===== src/rtl/core/jsesc_pkg.sv =====
// Shared types, character codes and byte classification for the JSON string escaper.
// Used by jsesc_front, jsesc_drain and json_string_escaper_utf8_core.
package jsesc_pkg;

    typedef logic [7:0] t_byte;

    // One escaped unit: up to six bytes, element 0 goes out first
    typedef struct packed {
        logic [2:0]      len;
        logic [5:0][7:0] bytes;
    } t_unit;

    // Work handed from the front end to the output drain for one input word
    typedef struct packed {
        logic [2:0]      reps;      // U+FFFD groups sent first
        logic [2:0]      main_len;  // bytes of the main unit after them
        logic [5:0][7:0] main;
        logic [3:0]      total;     // all bytes of the run, dots included
        logic            done;      // final byte closes the string
    } t_run;

    localparam int    LIMIT_W     = 20;
    localparam logic [LIMIT_W-1:0] LIMIT_RESET = 20'd99996;

    localparam logic  CFG_LOWERCASE = 1'b0;
    localparam logic  CFG_LIMIT     = 1'b1;

    localparam t_byte REPL_0   = 8'hEF;
    localparam t_byte REPL_1   = 8'hBF;
    localparam t_byte REPL_2   = 8'hBD;
    localparam t_byte CH_DOT   = 8'h2E;
    localparam t_byte CH_BSL   = 8'h5C;
    localparam t_byte CH_QUOTE = 8'h22;
    localparam t_byte CH_BS    = 8'h08;
    localparam t_byte CH_FF    = 8'h0C;
    localparam t_byte CH_LF    = 8'h0A;
    localparam t_byte CH_CR    = 8'h0D;
    localparam t_byte CH_TAB   = 8'h09;
    localparam t_byte CH_ZERO  = 8'h30;
    localparam t_byte CH_LC_B  = 8'h62;
    localparam t_byte CH_LC_F  = 8'h66;
    localparam t_byte CH_LC_N  = 8'h6E;
    localparam t_byte CH_LC_R  = 8'h72;
    localparam t_byte CH_LC_T  = 8'h74;
    localparam t_byte CH_LC_U  = 8'h75;

    // Full sequence length for a lead byte, zero when it cannot lead one
    function automatic logic [2:0] lead_need(input t_byte b);
        logic [2:0] n;
        case (b) inside
            [8'hC2:8'hDF]: n = 3'd2;
            [8'hE0:8'hEF]: n = 3'd3;
            [8'hF0:8'hF4]: n = 3'd4;
            default:       n = 3'd0;
        endcase
        return n;
    endfunction

    function automatic t_byte second_lo(input t_byte b);
        t_byte v;
        case (b)
            8'hE0:   v = 8'hA0;
            8'hF0:   v = 8'h90;
            default: v = 8'h80;
        endcase
        return v;
    endfunction

    function automatic t_byte second_hi(input t_byte b);
        t_byte v;
        case (b)
            8'hED:   v = 8'h9F;
            8'hF4:   v = 8'h8F;
            default: v = 8'hBF;
        endcase
        return v;
    endfunction

    function automatic t_byte hex_digit(input logic [3:0] n);
        t_byte v;
        if (n < 4'd10) v = CH_ZERO + {4'h0, n};
        else           v = 8'h57 + {4'h0, n};
        return v;
    endfunction

    // Unit for a byte seen with nothing held; a valid lead byte gives length zero
    function automatic t_unit fresh_unit(input t_byte b, input logic lower);
        t_unit u;
        u.len   = 3'd0;
        u.bytes = '0;
        if (!b[7]) begin
            u.bytes[0] = CH_BSL;
            u.len      = 3'd2;
            case (b)
                CH_BSL:   u.bytes[1] = CH_BSL;
                CH_QUOTE: u.bytes[1] = CH_QUOTE;
                CH_BS:    u.bytes[1] = CH_LC_B;
                CH_FF:    u.bytes[1] = CH_LC_F;
                CH_LF:    u.bytes[1] = CH_LC_N;
                CH_CR:    u.bytes[1] = CH_LC_R;
                CH_TAB:   u.bytes[1] = CH_LC_T;
                default: begin
                    if (b < 8'h20) begin
                        u.bytes[1] = CH_LC_U;
                        u.bytes[2] = CH_ZERO;
                        u.bytes[3] = CH_ZERO;
                        u.bytes[4] = hex_digit(b[7:4]);
                        u.bytes[5] = hex_digit(b[3:0]);
                        u.len      = 3'd6;
                    end else begin
                        if (lower && (b inside {[8'h41:8'h5A]})) u.bytes[0] = b | 8'h20;
                        else                                     u.bytes[0] = b;
                        u.len = 3'd1;
                    end
                end
            endcase
        end else if (lead_need(b) == 3'd0) begin
            u.bytes[0] = REPL_0;
            u.bytes[1] = REPL_1;
            u.bytes[2] = REPL_2;
            u.len      = 3'd3;
        end
        return u;
    endfunction

endpackage


===== src/rtl/core/jsesc_front.sv =====
// Front end: configuration registers, UTF-8 hold state and per-word decode.
// Turns each accepted input word into at most one run for jsesc_drain; needs jsesc_pkg.
module jsesc_front
    import jsesc_pkg::*;
#(
    parameter int COUNT_WIDTH = 20
) (
    input  logic               i_clk,
    input  logic               i_rst_n,
    input  logic               i_cfg_we,
    input  logic               i_cfg_index,
    input  logic [LIMIT_W-1:0] i_cfg_data,
    input  logic               i_in_valid,
    input  logic [7:0]         i_in_byte,
    input  logic               i_in_last,
    input  logic               i_load_ok,
    output logic               o_in_ready,
    output logic               o_run_load,
    output t_run               o_run
);

    localparam int SW = ((COUNT_WIDTH > LIMIT_W) ? COUNT_WIDTH : LIMIT_W) + 1;

    logic                   r_lower;
    logic [LIMIT_W-1:0]     r_limit;
    t_byte                  r_pend [0:2];
    logic [1:0]             r_pcount;
    logic                   r_trunc;
    logic [COUNT_WIDTH-1:0] r_emit;

    logic       accept;
    t_unit      fresh;
    logic       fresh_lead;
    logic [2:0] need_p;
    t_byte      lo;
    t_byte      hi;
    logic       ok;
    logic [2:0] reps;
    t_unit      main;
    logic [1:0] keep;
    logic       st_en;
    logic [1:0] st_idx;
    logic [SW-1:0] e_ext;
    logic [SW-1:0] lim_ext;
    logic [3:0] fit;
    logic       fit_reps;
    logic       fit_main;
    logic [3:0] step_len;
    logic [2:0] rep_out;
    logic       halt;
    logic [2:0] main_out;

    assign accept     = i_in_valid && i_load_ok;
    assign o_in_ready = i_load_ok;

    assign fresh      = fresh_unit(i_in_byte, r_lower);
    assign fresh_lead = i_in_byte[7] && (lead_need(i_in_byte) != 3'd0);
    assign need_p     = lead_need(r_pend[0]);
    assign lo         = (r_pcount == 2'd1) ? second_lo(r_pend[0]) : 8'h80;
    assign hi         = (r_pcount == 2'd1) ? second_hi(r_pend[0]) : 8'hBF;
    assign ok         = (need_p >= 3'd2) && ({1'b0, r_pcount} < need_p)
                        && (i_in_byte >= lo) && (i_in_byte <= hi);

    always_comb begin
        reps   = 3'd0;
        main   = fresh;
        keep   = 2'd0;
        st_en  = 1'b0;
        st_idx = 2'd0;
        if (r_pcount == 2'd0 || !ok) begin
            // a broken sequence flushes every held byte, then the word starts afresh
            if (r_pcount != 2'd0) reps = {1'b0, r_pcount};
            if (fresh_lead) begin
                keep  = 2'd1;
                st_en = 1'b1;
            end
        end else if ({1'b0, r_pcount} + 3'd1 == need_p) begin
            main.len      = need_p;
            main.bytes    = '0;
            main.bytes[0] = r_pend[0];
            main.bytes[1] = r_pend[1];
            main.bytes[2] = r_pend[2];
            main.bytes[{1'b0, r_pcount}] = i_in_byte;
        end else begin
            main.len = 3'd0;
            st_en    = 1'b1;
            st_idx   = r_pcount;
            keep     = r_pcount + 2'd1;
        end
        // the string ends with bytes still held: each becomes a replacement
        if (i_in_last && keep != 2'd0) begin
            reps = reps + {1'b0, keep};
            keep = 2'd0;
        end
    end

    assign e_ext    = SW'(r_emit);
    assign lim_ext  = SW'(r_limit);
    assign step_len = {1'b0, reps} + {reps, 1'b0} + {1'b0, main.len};

    always_comb begin
        for (int k = 0; k < 4; k++) begin
            fit[k] = (e_ext + SW'(3 * (k + 1))) <= lim_ext;
        end
    end

    assign fit_main = (e_ext + SW'(step_len)) <= lim_ext;
    assign fit_reps = (reps == 3'd0) || fit[2'(reps - 3'd1)];

    always_comb begin
        rep_out = 3'd0;
        for (int k = 0; k < 4; k++) begin
            if ((3'(k) < reps) && fit[k]) rep_out = rep_out + 3'd1;
        end
    end

    assign halt     = !fit_reps || ((main.len != 3'd0) && !fit_main);
    assign main_out = halt ? 3'd0 : main.len;

    always_comb begin
        o_run.reps     = rep_out;
        o_run.main_len = main_out;
        o_run.main     = main.bytes;
        o_run.total    = {1'b0, rep_out} + {rep_out, 1'b0} + {1'b0, main_out}
                         + (halt ? 4'd3 : 4'd0);
        o_run.done     = i_in_last || halt;
    end

    assign o_run_load = accept && !r_trunc && (o_run.total != 4'd0);

    always_ff @(posedge i_clk) begin
        if (!i_rst_n) begin
            r_lower <= 1'b0;
            r_limit <= LIMIT_RESET;
        end else if (i_cfg_we) begin
            case (i_cfg_index)
                CFG_LOWERCASE: r_lower <= i_cfg_data[0];
                CFG_LIMIT:     r_limit <= i_cfg_data;
                default:       r_lower <= r_lower;
            endcase
        end
    end

    always_ff @(posedge i_clk) begin
        if (!i_rst_n) begin
            r_pcount <= 2'd0;
            r_trunc  <= 1'b0;
            r_emit   <= '0;
        end else if (accept) begin
            if (i_in_last) begin
                r_pcount <= 2'd0;
                r_trunc  <= 1'b0;
                r_emit   <= '0;
            end else if (r_trunc) begin
                r_trunc <= 1'b1;
            end else if (halt) begin
                // drop the rest of the string until its last word
                r_trunc  <= 1'b1;
                r_pcount <= 2'd0;
            end else begin
                r_pcount <= keep;
                r_emit   <= r_emit + COUNT_WIDTH'(step_len);
            end
        end
    end

    always_ff @(posedge i_clk) begin
        if (accept && !r_trunc && st_en) r_pend[st_idx] <= i_in_byte;
    end

endmodule


===== src/rtl/core/jsesc_drain.sv =====
// Output drain: run buffer and output register, one escaped byte per cycle
// while the receiver is ready. Fed by jsesc_front; needs jsesc_pkg.
module jsesc_drain
    import jsesc_pkg::*;
(
    input  logic       i_clk,
    input  logic       i_rst_n,
    input  logic       i_run_load,
    input  t_run       i_run,
    output logic       o_load_ok,
    output logic       o_out_valid,
    output logic [7:0] o_out_byte,
    output logic       o_out_run_last,
    output logic       o_out_string_done,
    input  logic       i_out_ready
);

    logic            r_run_valid;
    logic [2:0]      r_reps;
    logic [1:0]      r_phase;
    logic [5:0][7:0] r_main;
    logic [2:0]      r_main_left;
    logic [3:0]      r_left;
    logic            r_done;
    logic            r_o_valid;
    t_byte           r_o_byte;
    logic            r_o_last;
    logic            r_o_done;

    logic  out_free;
    logic  move;
    logic  final_byte;
    t_byte cur;

    assign out_free   = !r_o_valid || i_out_ready;
    assign move       = r_run_valid && out_free;
    assign final_byte = (r_left == 4'd1);
    assign o_load_ok  = !r_run_valid || (move && final_byte);

    always_comb begin
        if (r_reps != 3'd0) begin
            case (r_phase)
                2'd0:    cur = REPL_0;
                2'd1:    cur = REPL_1;
                default: cur = REPL_2;
            endcase
        end else if (r_main_left != 3'd0) begin
            cur = r_main[0];
        end else begin
            cur = CH_DOT;
        end
    end

    always_ff @(posedge i_clk) begin
        if (!i_rst_n) begin
            r_run_valid <= 1'b0;
            r_o_valid   <= 1'b0;
        end else begin
            if (i_run_load)               r_run_valid <= 1'b1;
            else if (move && final_byte)  r_run_valid <= 1'b0;
            if (move)                     r_o_valid <= 1'b1;
            else if (i_out_ready)         r_o_valid <= 1'b0;
        end
    end

    always_ff @(posedge i_clk) begin
        if (i_run_load) begin
            r_reps      <= i_run.reps;
            r_phase     <= 2'd0;
            r_main      <= i_run.main;
            r_main_left <= i_run.main_len;
            r_left      <= i_run.total;
            r_done      <= i_run.done;
        end else if (move) begin
            r_left <= r_left - 4'd1;
            if (r_reps != 3'd0) begin
                if (r_phase == 2'd2) begin
                    r_phase <= 2'd0;
                    r_reps  <= r_reps - 3'd1;
                end else begin
                    r_phase <= r_phase + 2'd1;
                end
            end else if (r_main_left != 3'd0) begin
                // advance to the next byte of the unit
                r_main      <= {8'h00, r_main[5:1]};
                r_main_left <= r_main_left - 3'd1;
            end
        end
        if (move) begin
            r_o_byte <= cur;
            r_o_last <= final_byte;
            r_o_done <= final_byte && r_done;
        end
    end

    assign o_out_valid       = r_o_valid;
    assign o_out_byte        = r_o_byte;
    assign o_out_run_last    = r_o_last;
    assign o_out_string_done = r_o_done;

endmodule


===== src/rtl/core/json_string_escaper_utf8_core.sv =====
// JSON string body escaper with UTF-8 checking: top level.
// Built from jsesc_front and jsesc_drain; needs jsesc_pkg.
//
// Input channel (i_in_valid / o_in_ready) takes one raw string byte a cycle
// with i_in_last on the final byte. Output channel (o_out_valid / i_out_ready)
// gives the escaped bytes; o_out_run_last marks the last byte caused by one
// input byte and o_out_string_done the final byte of the string, "..." ending
// a string that hit output_limit. Registers are written through i_cfg_we,
// i_cfg_index (0 lowercase_ascii, 1 output_limit) and i_cfg_data; the user
// must write them only while idle; the block does not enforce it. An input
// byte that yields n output bytes holds the run buffer until all n are sent,
// since the drain sends one byte per cycle; bytes that yield one or no output
// byte are taken every cycle. While the receiver stalls the output register
// holds its byte; one more run waits in the run buffer behind it, after which
// input stalls. Reset clears the string state, the buffers and the registers
// to their defaults (output_limit 99996); held sequence bytes are not cleared.
module json_string_escaper_utf8_core
    import jsesc_pkg::*;
#(
    parameter int COUNT_WIDTH = 20
) (
    input  logic               i_clk,
    input  logic               i_rst_n,
    input  logic               i_cfg_we,
    input  logic               i_cfg_index,
    input  logic [LIMIT_W-1:0] i_cfg_data,
    input  logic               i_in_valid,
    output logic               o_in_ready,
    input  logic [7:0]         i_in_byte,
    input  logic               i_in_last,
    output logic               o_out_valid,
    input  logic               i_out_ready,
    output logic [7:0]         o_out_byte,
    output logic               o_out_run_last,
    output logic               o_out_string_done
);

    logic w_load_ok;
    logic w_run_load;
    t_run w_run;

    jsesc_front #(
        .COUNT_WIDTH (COUNT_WIDTH)
    ) u_front (
        .i_clk       (i_clk),
        .i_rst_n     (i_rst_n),
        .i_cfg_we    (i_cfg_we),
        .i_cfg_index (i_cfg_index),
        .i_cfg_data  (i_cfg_data),
        .i_in_valid  (i_in_valid),
        .i_in_byte   (i_in_byte),
        .i_in_last   (i_in_last),
        .i_load_ok   (w_load_ok),
        .o_in_ready  (o_in_ready),
        .o_run_load  (w_run_load),
        .o_run       (w_run)
    );

    jsesc_drain u_drain (
        .i_clk             (i_clk),
        .i_rst_n           (i_rst_n),
        .i_run_load        (w_run_load),
        .i_run             (w_run),
        .o_load_ok         (w_load_ok),
        .o_out_valid       (o_out_valid),
        .o_out_byte        (o_out_byte),
        .o_out_run_last    (o_out_run_last),
        .o_out_string_done (o_out_string_done),
        .i_out_ready       (i_out_ready)
    );

    a_done_ends_run: assert property (@(posedge i_clk) disable iff (!i_rst_n)
        o_out_valid && o_out_string_done |-> o_out_run_last)
        else $error("string end not on the last byte of a run");

    a_load_has_room: assert property (@(posedge i_clk) disable iff (!i_rst_n)
        w_run_load |-> w_load_ok && (w_run.total != 4'd0))
        else $error("run loaded into a busy buffer or empty");

    a_reset_clears: assert property (@(posedge i_clk)
        !i_rst_n |=> !o_out_valid)
        else $error("output valid after reset");

endmodule

===== config.mk =====
export PLATFORM = sky130hd
export DESIGN_NAME = json_string_escaper_utf8_core
export DESIGN_NICKNAME = d
export VERILOG_FILES = /design/src/rtl/core/jsesc_pkg.sv /design/src/rtl/core/jsesc_front.sv /design/src/rtl/core/jsesc_drain.sv /design/src/rtl/core/json_string_escaper_utf8_core.sv
export SDC_FILE = /design/constraint.sdc
export NUM_CORES = 1
export LEC_CHECK = 0
export ABC_CLOCK_PERIOD_IN_PS = 16600
export BUFFER_PORTS_ARGS = -buffer_cell sky130_fd_sc_hd__buf_2
export CAP_MARGIN = 30
export CORE_UTILIZATION = 64
export DETAILED_ROUTE_END_ITERATION = 12
export GPL_TIMING_DRIVEN = 0
export PLACE_DENSITY = 0.87
export SYNTH_ARGS = -nofsm -noshare
export SYNTH_HDL_FRONTEND = slang
export SYNTH_SLANG_ARGS = --single-unit

===== constraint.sdc =====
create_clock -name i_clk -period 16.6 [get_ports i_clk]
set_input_delay 3.32 -clock i_clk [delete_from_list [all_inputs] [get_ports i_clk]]
set_output_delay 3.32 -clock i_clk [all_outputs]
set_load 0.02 [all_outputs]

# After elaboration in Yosys (flattened, before gate mapping)
# Memory sizes are Yosys's and may differ from the RTL's.
# Index checks and enable logic that the tools add are counted.
op_classes:
  addsub: 26
  eq_ne: 19
  bitwise_logic: 1
  mux: 84
  n_reduce_logical: 63
  n_lt_le_gt_ge: 33
ops:
  columns: ["cell", "n"]
  rows:
  - ["$mux W48", 5]
  - ["$le A21 B20 Y1", 5]
  - ["$mux W24", 3]
  - ["$mux W3", 24]
  - ["$mux W20", 3]
  - ["$pmux W8 S7", 1]
  - ["$mux W51", 1]
  - ["$bwmux W48", 1]
  - ["$ge A8 B8 Y1 const B", 6]
  - ["$le A8 B8 Y1 const B", 6]
  - ["$add A20 B4 Y21 const B", 2]
  - ["$eq A8 B4 Y1 const B", 5]
  - ["$mux W40", 1]
  - ["$mux W8", 5]
  - ["$mux W35", 1]
  - ["$eq A8 B8 Y1 const B", 4]
  - ["$logic_and A1 B1 Y1", 26]
  - ["$mux W2", 12]
  - ["$pmux W6 S2", 2]
  - ["$add A20 B2 Y21 const B", 1]
  - ["$add A20 B3 Y21 const B", 1]
  - ["$add A20 B4 Y21", 1]
  - ["$add A20 B4 Y20", 1]
  - ["$mux W6", 3]
  - ["other kinds (51)", 106]
word_totals:
  in_bits: 35
  ff_bits: 117
  word_cells: 248
  memories: 1
  output_inout_bits: 12
  mem_bits_rw: 24
mem_list:
  columns: ["name", "depth", "width", "read_ports", "rd_clocked_by_memory_dff", "wr", "line_no", "source"]
  rows:
  - ["u_front.r_pend", 3, 8, 3, 0, 1, "jsesc_front.sv:26", "t_byte r_pend [0:2];"]

# Logic depth before layout (Yosys ltp)
# An unclocked memory read counts as a cell.
depth:
  word_depth: 32
  depth_mapped: 53
  ltp_nobuf: 50

# Cells and area by module
# A second synthesis with hierarchy kept.
hier_totals:
  cells_unflattened: 1255
  area_unflattened_um2: 11659.9
by_module_without_submodules:
  columns: ["mod", "area_per_inst_um2", "n_inst", "cells_per_inst", "seq_area_each_um2"]
  rows:
  - ["jsesc_front", 8470.6, 1, 1053, 1601.5]
  - ["jsesc_drain", 3189.3, 1, 202, 2152.1]

# Least setup slack after synthesis
# OpenSTA, ideal clock, no wires.
synth_path:
  path_kind: "input to register"
  start: "input i_in_byte[1]"
  end: "register u_drain.r_main[0] (netlist bit) (enable)"
  t_arrival_ps: 13502
  n_path_buf: 5
  required_ps: 16192
  setup_ps: 408
  path_stages: 46
  slack_ps: 2690
  cell_sequence: "clkbuf_1 inv_1 ha_1 clkbuf_1 and3_1 a221o_1 o211a_1 nand2_1 inv_1 or3_1 fa_1 a211oi_1 o211a_1 or2_1 buf_6 inv_4 fa_1 inv_1 [10 not listed] nand4_1 nor2_1 o21a_1 o31ai_1 a31oi_1 o41ai_1 a211oi_1 or3_1 fa_1 inv_1 ha_1 a21o_1 a211oi_1 mux2i_1 a211oi_1 o31ai_4 clkbuf_1 nand2_1"
synth_via:
  elab_chain_cells: 28
  word_cells_on_any_way: 83
  cone_classes: "add/sub (11); order compare (14); eq/ne (8); mux (21); reduce/logical (29)"
synth_rtl:
  columns: ["element", "line_no", "source"]
  rows:
  - ["start: declaration", "json_string_escaper_utf8_core.sv:29", "input logic [7:0] i_in_byte,"]
  - ["branches (longest 23 deep; another with $ge A8 B8 Y1)", null, null]
  - ["$add A4 B4 Y4 *", "jsesc_front.sv:125", "+ (halt ? 4'd3 : 4'd0);"]
  - ["$reduce_bool A4 Y1 *", "jsesc_front.sv:129", "assign o_run_load = accept && !r_trunc && (o_run.total != 4'd0);"]
  - ["$logic_and A1 B1 Y1 *", "jsesc_front.sv:129", null]
  - ["$ne A2 B1 Y1 (no source line) or $reduce_bool A2 Y1 (tied branches)", null, null]
  - ["$reduce_and A3 Y1 (no source line) *", null, null]
  - ["end signal: assignment", "jsesc_drain.sv:70", "r_main <= i_run.main;"]
  - ["end signal: assignment", "jsesc_drain.sv:85", "r_main <= {8'h00, r_main[5:1]};"]
  - ["end: declaration", "jsesc_drain.sv:21", "logic [5:0][7:0] r_main;"]
# Mark *: on every way between the ends. The select of a mux whose other input is x is not followed.
# A chain may end at the register's enable or synchronous reset.

# Final worst setup path
layout_path:
  start: "input i_in_byte[1]"
  end: "register u_drain.r_main[25] (netlist bit) (enable)"
# Same word-level chain as after synthesis.

==> flow_summary.yaml <==
status:
  status: "finished, final reports clean"
placed_design:
  finalWeightedCongestion: 1.050
  port-buffer-count: 45
  dp_cells: 1510
  dp_hpwl_um: 24380
  dp_worst_setup_slack_ns: 0.9668
final_layout:
  syn_to_final_growth_pct: 9.515
  nets: 1491
  fin_util_pct: 72.10
  drive_gt1_share_pct: 9.802
  nFillCells: 1284
  diodes: 0
  final_common_cell: "ha_1"
  final_cell_mix: "ha_1, nand2_1, nor2_1, edfxtp_1, inv_1"
  fin_cells: 1541
floorplanning:
  rows: 48
  core_mm2: 0.01742
  die_w_um: 135.9
  die-height_um: 135.9
  boundaryPins: 47
  die_area_mm2: 0.01846
  initial_core_util_pct: 65.83
timing:
  max_slew_margin_pct: 37.00
  holdWs_ns: 0.4691
  fmaxAchievable_mhz: 64.11
  drv_slew: 0
  tightest_slew_ns: 0.9352
  tns_ns: 0
  finalSetupViolCount: 0
  fin_crit_sh_pct: 93.96
  fin_skew_ns: 0.009913
  post-route-min-period_ns: 15.60
  hold_viol: 0
  rsz0062_at_grt: "no"
  worst_slack_ns: 1.002
clock_network:
  postCtsSetupBuffers: 0
  clockBufferDepth: 2
  htreeDepth: 4
  cts_hold_buf: 0
  cts_sinks: 139
  cts_buffers: 17
  cts_tree: "yes"
  clkTransAtPathRegs_ns: 0.06
  insertion_delay_ns: 0.43
  root_buffer: "clkbuf_16"
  cts_resized: 0
synth:
  synthFlopType: "edfxtp_1"
  async_flop_share_pct: 0
  yosys_warnings: 0
  yosysTopAreaCellShare_pct: 23.83
  yosysSeqAreaShare_pct: 32.21
  synth_area_leaders: "edfxtp_1, ha_1, dfxtp_1"
  syn_area_mm2: 0.01147
  syn_avg_cell_area_um2: 9.269
  ys_types: 73
  synth-edff-count: 91
  synth-seq-cells: 139
  netlist_instances: 1237
  synth_top_area_cell: "edfxtp_1"
  synth_nets: 1424
setup_path:
  cp_slowest_cell: "o31ai_4"
  r2r_end: "u_drain.r_main[25]"
  startpoint_type: "input port"
  r2r_slack_ns: 2.94
  critPathMaxStageDelay_ns: 0.56
  worstPathArrival_ns: 15.77
  r2r_start: "u_front.r_pcount[1]"
  reg2reg_depth: 50
  path_class: "input port to flop"
  cp.required_ns: 16.77
  crit_path_max_fanout: 34
  cp-end-kind: "flop"
power:
  power_density_mw_per_mm2: 79.06
  p_leak_nw: 5.426
  peakVddDrop_mv: 0.07616
grt:
  gr-total-overflow: 0
  grt_pass1_vias: 9442
  antenna_found_initial: 1
  grt_first_pass_wirelength_um: 50920
  grt_use_total_pct: 36.49
  grt_start_max_net_pins: 35
routing:
  num_vias: 10111
  ant_nets: 0
  drt_iter0_drc: 1225
  routed_wl_um: 31890
  via_per_inst: 6.561
  dr.pass1.iters: 6
  drc_errors: 0
  wl_per_cell_um: 20.69
hold_path:
  worstHoldPathType: "flop to flop"
  min-delay-start: "u_front.r_limit[6]"
  min_to: "u_front.r_limit[6]"
  min_path_cells: 2
flow_run:
  cap_violations: 0
cell families after synthesis:
group | after synthesis | synth area share, %
AND/OR/NAND/NOR | 409 | 17.21
AO/OA/AOI/OAI | 245 | 14.92
adder cells (fa/ha/maj) | 152 | 17.04
flip-flops | 139 | 32.21
buffers and inverters | 135 | 4.812
XOR/XNOR | 97 | 7.409
multiplexers | 60 | 6.395
state kept, by name, summed over array words and instances (netlist names):
register,cells
u_front.r_limit,20
u_front.r_lower,1
u_front.r_emit,20
u_drain.r_main,46
u_drain.o_out_run_last,1
u_drain.o_out_valid,1
u_drain.o_out_byte,8
u_front.r_pend,24
u_front.r_trunc,1
u_drain.r_run_valid,1
u_drain.r_done,1
u_drain.r_phase,2
u_front.r_pcount,2
u_drain.r_main_left,3
u_drain.o_out_string_done,1
u_drain.r_reps,3
u_drain.r_left,4
where the power goes:
group / internal [W] / switching, W / total, W
Sequential: 0.000417 / 0.0000157 / 0.000433
Combinational: 0.0000799 / 0.000117 / 0.000197
Clock: 0.000206 / 0.000157 / 0.000363
Total: 0.000704 / 0.000289 / 0.000993
synth_stat cells (14+ instances only):
cell        n
ha_1      145
a21oi_1    54
nand4_1    35
edfxtp_1   91
mux2_4     25
nor2_1     98
nor2b_1    16
xnor2_1    50
a21o_1     16
a21boi_0   14
a32o_1     14
o211ai_1   28
and2_1     15
inv_1      80
or3_1      17
mux2i_1    29
xor2_1     47
clkbuf_1   36
dfxtp_1    48
nand3_1    22
nor3_1     35
o21ai_0    39
nand2_1   123
layout make-up:
type / instances / area (µm²) / share of cell area [%]
clock inverter: 13 / 117.6 / 0.9366
sequential: 139 / 3694 / 29.41
multi-input combinational: 963 / 7228 / 57.56
buffer: 53 / 239.0 / 1.903
inverter: 82 / 312.8 / 2.491
timing repair buffer: 48 / 255.2 / 2.033
clock buffer: 18 / 429.2 / 3.418
tap: 225 / 281.5 / 2.242
routing by layer:
layer	GRT usage, %	routed length, µm	vias to the layer above
met2	54.05	13690	631
met4	11.73	769	0
met5	0	0	-
met1	51.83	13630	4752
met3	9.321	3799	88
li1	-	-	4640
critical path: cells and delay by family:
kind,cells,cell delay (ns)
AO/OA/AOI/OAI,14,3.76
XOR/XNOR,3,0.54
adder cells (fa/ha/maj),8,3.15
buffers and inverters,12,2.54
multiplexers,1,0.13
AND/OR/NAND/NOR,10,2.33
how the worst max path moves through the flow:
stage,from,end,slack [ns],cells after the start
2_1_floorplan,i_in_byte[1],u_drain.r_main[0],2.69,46
5_1_grt,i_in_byte[1],u_drain.r_main[25],0.31,48
4_1_cts,i_in_byte[1],u_drain.r_main[25],1.32,48
3_5_place_dp,i_in_byte[1],u_drain.r_main[46],0.97,48
3_3_place_gp,i_in_byte[1],u_drain.r_main[46],0.02,47
6_report,i_in_byte[1],u_drain.r_main[25],1.00,48
per-stage QoR:
stage,total power [W],area (µm²)
after floorplan,0.0005733,11470
after global placement,0.0006206,11970
after detailed placement,0.0006310,12010
after CTS,0.0009864,12560
after global routing,0.001025,12560
final,0.0009928,12560
(Power assumes the default switching activity.)
